===== src/rtl/core/gts_pkg.sv =====
`timescale 1ns / 1ps
// ============================================================================
// gts_pkg
// Shared constants, weight table and types for the temporal smoother.
// ============================================================================
package gts_pkg;

    localparam int RADIUS_DEF        = 21;
    localparam int HISTORY_DEPTH_DEF = 64;
    localparam int COORD_W           = 32;
    localparam int FRAME_W           = 16;
    localparam int WEIGHT_W          = 16;
    localparam int ACC_W             = 64;
    localparam int WTAB_LEN          = 31;

    typedef enum logic [2:0] {
        ST_IDLE,
        ST_PLAN,
        ST_TAP,
        ST_DIVIDE,
        ST_OUT
    } t_state;

    function automatic logic [WEIGHT_W-1:0] gauss_weight(input logic [5:0] k);
        logic [WEIGHT_W-1:0] w;
        case (k)
            6'd1:  w = 16'd64884;
            6'd2:  w = 16'd62966;
            6'd3:  w = 16'd59895;
            6'd4:  w = 16'd55846;
            6'd5:  w = 16'd51039;
            6'd6:  w = 16'd45723;
            6'd7:  w = 16'd40149;
            6'd8:  w = 16'd34557;
            6'd9:  w = 16'd29154;
            6'd10: w = 16'd24109;
            6'd11: w = 16'd19543;
            6'd12: w = 16'd15527;
            6'd13: w = 16'd12093;
            6'd14: w = 16'd9231;
            6'd15: w = 16'd6907;
            6'd16: w = 16'd5066;
            6'd17: w = 16'd3642;
            6'd18: w = 16'd2567;
            6'd19: w = 16'd1773;
            6'd20: w = 16'd1200;
            6'd21: w = 16'd797;
            6'd22: w = 16'd518;
            6'd23: w = 16'd330;
            6'd24: w = 16'd207;
            6'd25: w = 16'd127;
            6'd26: w = 16'd76;
            6'd27: w = 16'd45;
            6'd28: w = 16'd26;
            6'd29: w = 16'd15;
            6'd30: w = 16'd8;
            6'd31: w = 16'd4;
            default: w = '0;
        endcase
        return w;
    endfunction

    function automatic longint weight_total(input int radius);
        longint s;
        s = 0;
        for (int k = 1; k <= radius; k++) begin
            s = s + longint'(gauss_weight(6'(k)));
        end
        return 2 * s;
    endfunction

endpackage


===== src/rtl/core/gts_mac.sv =====
`timescale 1ns / 1ps
// ============================================================================
// gts_mac
// One axis: weighted tap accumulate, then rounding divide by a constant
// through reciprocal multiplication and a short remainder correction.
// ============================================================================
module gts_mac #(
    parameter longint DEN = gts_pkg::weight_total(gts_pkg::RADIUS_DEF)
) (
    input  logic               i_clk,
    input  logic               i_clr,
    input  logic               i_tap,
    input  logic [15:0]        i_weight,
    input  logic signed [31:0] i_sample,
    input  logic               i_div_start,
    output logic signed [31:0] o_result
);
    import gts_pkg::*;

    localparam int          SH      = $clog2(DEN) - 1;
    localparam longint      RECIP   = (longint'(1) << (31 + SH)) / DEN;
    localparam logic [31:0] RECIP_V = 32'(RECIP);
    localparam logic [63:0] DEN_V   = 64'(DEN);
    localparam logic [63:0] DEN2_V  = 64'(2 * DEN);
    localparam logic [63:0] DEN3_V  = 64'(3 * DEN);
    localparam logic [63:0] HALF_V  = 64'(DEN / 2);
    localparam logic [63:0] SAT_V   = 64'(DEN << 31);

    logic signed [47:0] r_prod;
    logic               r_pvalid;
    logic signed [63:0] r_acc;
    logic [63:0]        r_num;
    logic               r_sat;
    logic [63:0]        r_mq;
    logic [31:0]        r_qe;
    logic [63:0]        r_qd;
    logic [63:0]        r_quo;
    logic               r_neg;
    logic [63:0]        mag;
    logic [63:0]        num_c;
    logic [31:0]        num_top;
    logic [63:0]        rem;
    logic [1:0]         corr;
    logic [63:0]        q_sat;

    always_ff @(posedge i_clk) begin
        r_pvalid <= i_tap;
        r_prod   <= $signed({1'b0, i_weight}) * i_sample;
        if (i_clr) begin
            r_acc <= '0;
        end else if (r_pvalid) begin
            r_acc <= r_acc + 64'(r_prod);
        end
    end

    assign mag     = r_acc[63] ? (~r_acc + 64'd1) : r_acc;
    assign num_c   = mag + HALF_V;
    assign num_top = r_num[SH +: 32];
    assign rem     = r_num - r_qd;
    assign corr    = {1'b0, rem >= DEN_V} + {1'b0, rem >= DEN2_V} + {1'b0, rem >= DEN3_V};

    always_ff @(posedge i_clk) begin
        if (i_div_start) begin
            r_neg <= r_acc[63];
            r_num <= num_c;
            r_sat <= (num_c >= SAT_V);
        end
    end

    always_ff @(posedge i_clk) begin
        r_mq  <= {32'd0, num_top} * {32'd0, RECIP_V};
        r_qe  <= r_mq[62:31];
        r_qd  <= {32'd0, r_mq[62:31]} * DEN_V;
        r_quo <= r_sat ? 64'h8000_0000 : ({32'd0, r_qe} + {62'd0, corr});
    end

    always_comb begin
        if (r_neg) begin
            q_sat = (r_quo > 64'h8000_0000) ? 64'h8000_0000 : r_quo;
            o_result = 32'(~q_sat + 64'd1);
        end else begin
            q_sat = (r_quo > 64'h7FFF_FFFF) ? 64'h7FFF_FFFF : r_quo;
            o_result = 32'(q_sat);
        end
    end
endmodule


===== config.mk =====
export PLATFORM = sky130hd
export DESIGN_NAME = gts_mac
export DESIGN_NICKNAME = d
export VERILOG_FILES = /design/src/rtl/core/gts_pkg.sv /design/src/rtl/core/gts_mac.sv
export SDC_FILE = /design/constraint.sdc
export NUM_CORES = 2
export LEC_CHECK = 0
export ABC_AREA = 1
export ABC_CLOCK_PERIOD_IN_PS = 11200
export BUFFER_PORTS_ARGS = -buffer_cell sky130_fd_sc_hd__buf_4
export CORE_UTILIZATION = 62
export CTS_CLUSTER_SIZE = 10
export DETAILED_ROUTE_END_ITERATION = 16
export GPL_TIMING_DRIVEN = 1
export PLACE_DENSITY_LB_ADDON = 0.3
export SLEW_MARGIN = 20
export SYNTH_ARGS = -nofsm -noshare
export SYNTH_HDL_FRONTEND = slang
export SYNTH_SLANG_ARGS = --single-unit

===== constraint.sdc =====
create_clock -name i_clk -period 11.2 [get_ports i_clk]
set_input_delay 3.36 -clock i_clk [delete_from_list [all_inputs] [get_ports i_clk]]
set_output_delay 3.36 -clock i_clk [all_outputs]
set_load 0.005 [all_outputs]

Yosys cells after proc, flatten, opt, wreduce, memory -nomap -nowiden

Cells that the tools add are included.

Word-level logic and storage cells: 33
Output and inout bits: 32
Input port bits: 52
Flip-flop bits (word level): 354

Add/subtract/negate cells: 8
$lt $le $gt $ge: 6
Multiply operators: 3
Bitwise logic cells: 2
Multiplexer cells: 4

Operator list:

| cell                                                                | number |
|---|---|
| greater-or-equal comparator 64 x 22 -> 1 bit, second input constant | 2 |
| two-way mux 32 bit                                                  | 3 |
| adder 64 x 1 -> 64 bit, second input constant                       | 1 |
| adder 64 x 20 -> 64 bit, second input constant                      | 1 |
| adder 64 x 48 -> 64 bit                                             | 1 |
| greater-or-equal comparator 64 x 21 -> 1 bit, second input constant | 1 |
| greater-or-equal comparator 64 x 52 -> 1 bit, second input constant | 1 |
| two-way mux 64 bit                                                  | 1 |
| inverter 64 bit                                                     | 1 |
| subtractor 64 x 53 -> 64 bit                                        | 1 |
| multiplier 32 x 28 -> 60 bit, second input constant                 | 1 |
| multiplier 32 x 18 -> 50 bit, second input constant                 | 1 |
| multiplier 17 x 32 -> 48 bit                                        | 1 |
| adder 32 x 2 -> 33 bit                                              | 1 |
| > comparator 33 x 31 -> 1 bit, second input constant                | 1 |
| > comparator 33 x 32 -> 1 bit, second input constant                | 1 |
| adder 32 x 1 -> 32 bit, second input constant                       | 1 |
| inverter 32 bit                                                     | 1 |
| adder 1 x 1 -> 2 bit                                                | 1 |
| adder 2 x 1 -> 2 bit                                                | 1 |

Logic depth before layout (Yosys ltp)

Depth in word-level cells: 5
Gate-level depth with buffers: 42
Mapped depth without buffers: 42

Worst setup path after synthesis

OpenSTA, ideal clock, no wires.

Kind: input to register
Start: in i_sample[31]
End: reg r_prod[44]
Path buffers: 2
Path slack: 1.994 ns
Cell stages on the path: 23
Required time: 11.075 ns
Setup time: 0.125 ns
Arrival time: 9.081 ns
Cells stage by stage: clkbuf_1 > clkbuf_1 > nand2_1 > inv_1 > fa_1 > fa_1 > inv_1 > fa_1 > fa_1 > fa_1 > inv_1 > fa_1 > ha_1 > nand2_1 > nor2_1 > nand2_1 > nor4_1 > nand3_1 > o2111ai_1 > nand3_1 > nand2_1 > a31oi_1 > xor2_1

Cells in the longest elaborated chain, start to end: 1

RTL lines:

| element                      | line          | RTL |
|---|---|---|
| start, declared              | gts_mac.sv:14 | `input logic signed [31:0] i_sample,` |
| multiplier 17 x 32 -> 48 bit | gts_mac.sv:48 | `r_prod <= $signed({1'b0, i_weight}) * i_sample;` |
| end signal, assigned         | gts_mac.sv:48 |  |
| end, declared                | gts_mac.sv:29 | `logic signed [47:0] r_prod;` |

No other way between the ends.
A chain may end at the register's enable or synchronous reset.

Worst setup path in the final report

Start: in i_weight[2]
End: reg r_prod[44]

Cells in the longest elaborated chain, start to end: 1

RTL lines:

| element                      | line          | RTL |
|---|---|---|
| start, declared              | gts_mac.sv:13 | `input logic [15:0] i_weight,` |
| multiplier 17 x 32 -> 48 bit | gts_mac.sv:48 |  |

No other way between the ends.

==> flow_summary.ini <==
[detailed_routing]
postRouteAntennaNets = 0
wl_per_cell_um = 19.0
drc_errors = 0
num_vias = 55728
wl_um = 193000
viasPerCell = 5.47
firstDrtPassIters = 6
drt-initial-drc-count = 4349

[worst_setup_path]
cp-end-kind = flip-flop
critPathRequiredTime_ns = 11.68
worstReg2RegEnd = r_mq[57]
cp.arrival_ns = 9.56
reg2reg_slack_ns = 3.69
startpoint_type = input port
path_cells = buf_4 -> nand2_1 -> inv_1 -> fa_1 -> fa_1 -> inv_1 -> fa_1 -> fa_1 -> fa_1 -> inv_1 -> fa_1 -> ha_1 -> nand2_1 -> nor2_1 -> nand2_1 -> nor4_1 -> nand3_1 -> o2111ai_1 -> nand3_1 -> nand2_1 -> a31oi_1 -> xor2_1
slowest_delay_ns = 0.89
crit_start = i_weight[2]
reg2reg_from = r_num[30]
worstSetupPathType = input port to flip-flop
worstRegToRegCells = 20
cp_slowest_cell = fa_1
critPathMaxFanout = 32
crit_top_cell = fa_1

[min_path]
hold_end = r_quo[14]
hp-class = flip-flop to flip-flop
hold_start = r_qe[14]
hold_depth = 2

[final_layout]
post-route-util_pct = 65.5
syn_to_final_growth_pct = 4.75
fill_cells = 9457
nets = 10610
drive_above_1_share_pct = 3.69

[grt]
globalRouteOverflowTotal = 0
grt_pass1_wl_um = 308000
antenna_found_initial = 1
grt_pass1_vias = 58336
grt_use_total_pct = 36.5
grt_max_degree = 96

[sta]
fin_crit_sh_pct = 81.1
max_slew.worst_pin.slew_ns = 1.07
setup_violations = 0
max-slew-margin-rel_pct = 28.4
rsz0062_at_grt = no
max_freq_mhz = 110
finalWorstPathRequiredPeriod_ns = 9.08
drv_slew = 0
hold_violations = 0
final.setup_skew_ns = 0.0292
final.setup.tns_ns = 0

[placed_design]
hpwl_um = 164000
place_congestion = 1.02
port_buffers = 83

[clocking]
htree_levels = 2
holdBufCountCts = 0
postCtsSetupRepairBufs = 0
cts.repair.resized = 0
clk_pin_slew_worst_paths_ns = 0.06
clk_path_buf_depth = 3
cts.sinks = 322
clk_latency_ns = 0.59
cts_tree = yes
numCtsBuffers = 41
cts_root_buf = clkbuf_16

[die]
die_w_um = 331
rows = 120
ios = 84
core_area_mm2 = 0.107
die_h_um = 331
dieArea_mm2 = 0.109
initial_utilization_pct = 62.6

[synth]
yosysMostFrequentCell = inv_1
syn_avg_cell_area_um2 = 7.63
yosys.area.top_type = fa_1
syn_inst = 8775
synthTopCellsByCount = inv_1 (2,368), nand2_1 (1,586), fa_1 (1,047)
synth_ff_type = dfxtp_1
synth_area_leaders = fa_1 (31%), ha_1 (14%), inv_1 (13%)
ys_types = 60
yosys_warnings = 0
yosysSeqAreaShare_pct = 10.6
ys_ff_latch = 322
netlist_area_mm2 = 0.0670
synth_edf_count = 63
async_flop_share_pct = 0
syn-num-nets = 10619
synth_top_area_share_pct = 31.3

[job]
max_cap_viol_count = 0

[status]
status = finished clean
[how the worst max path moves through the flow]
stage	endpoint	slack (ns)	cells past startpoint
CTS	r_prod[44]	2.15	22
global placement	r_prod[44]	1.52	22
detailed placement	r_prod[44]	1.52	22
finish	r_prod[44]	2.12	22
floorplan	r_prod[44]	1.99	23
global route	r_prod[44]	1.53	22
[layout by cell type (no fill, tap or decap), types with 41 or more instances in the layout]
cell	instances
edfxtp_1	63
xnor2_1	108
dfxtp_1	258
clkbuf_16	41
nand3_1	252
nor3_1	72
buf_4	109
a31oi_1	88
fa_1	1047
ha_1	745
xor2_1	184
inv_1	2367
nand2_2	48
o21ai_0	271
a21oi_1	465
nand4_1	60
nor2_1	654
nand2_1	1586
[flip-flops by register name (all words and copies together), names as in the netlist]
name,cells
r_neg,1
r_qd,49
r_sat,1
r_num,61
r_quo,33
r_qe,32
r_acc,64
r_pvalid,1
r_prod,48
r_mq,32
[stage by stage]
step | hold WS [ns] | std cells | instance area [um2] | setup WS [ns]
after CTS | 0.459 | 10192 | 70100 | 2.15
after global placement | 0.441 | 10126 | 68900 | 1.52
after floorplan | 0.409 | 8775 | 67000 | 1.99
after global routing | 0.493 | 10192 | 70100 | 1.53
after detailed placement | 0.440 | 10126 | 68900 | 1.52
final | 0.469 | 10193 | 70100 | 2.12
[critical path: cells and delay by family]
kind,cells,cell delay (ns)
AO/OA/AOI/OAI,2,0.27
XOR/XNOR,1,0.15
adder cells (fa/ha/maj),7,3.90
buffers and inverters,4,0.74
AND/OR/NAND/NOR,8,1.14
[cell type report]
cell class / instances / area (um2) / share of cell area [%]
Antenna cell: 1 / 2.50 / 0.00357
Clock buffer: 56 / 1100 / 1.57
Clock inverter: 10 / 128 / 0.182
Sequential cell: 322 / 7080 / 10.1
Tap cell: 1403 / 1760 / 2.50
Multi-Input combinational cell: 5897 / 50300 / 71.7
Timing Repair Buffer: 109 / 818 / 1.17
Inverter: 2395 / 8990 / 12.8
[cells by family after synthesis]
logic type,Yosys count,synth area share [%]
XOR/XNOR,293,3.84
AND/OR/NAND/NOR,2810,17.7
adder cells (fa/ha/maj),1792,45.2
buffers and inverters,2556,14.4
flip-flops,322,10.6
AO/OA/AOI/OAI,1002,8.33
[metal layers]
metal	global-route usage, %	wire (um)
met3	5.16	12900
met4	18.2	11100
met2	61.2	91000
met1	46.1	78400
met5	0	9
Power is not shown: default switching activity piles up to over one toggle a cycle in this logic, so the estimate is an artifact.
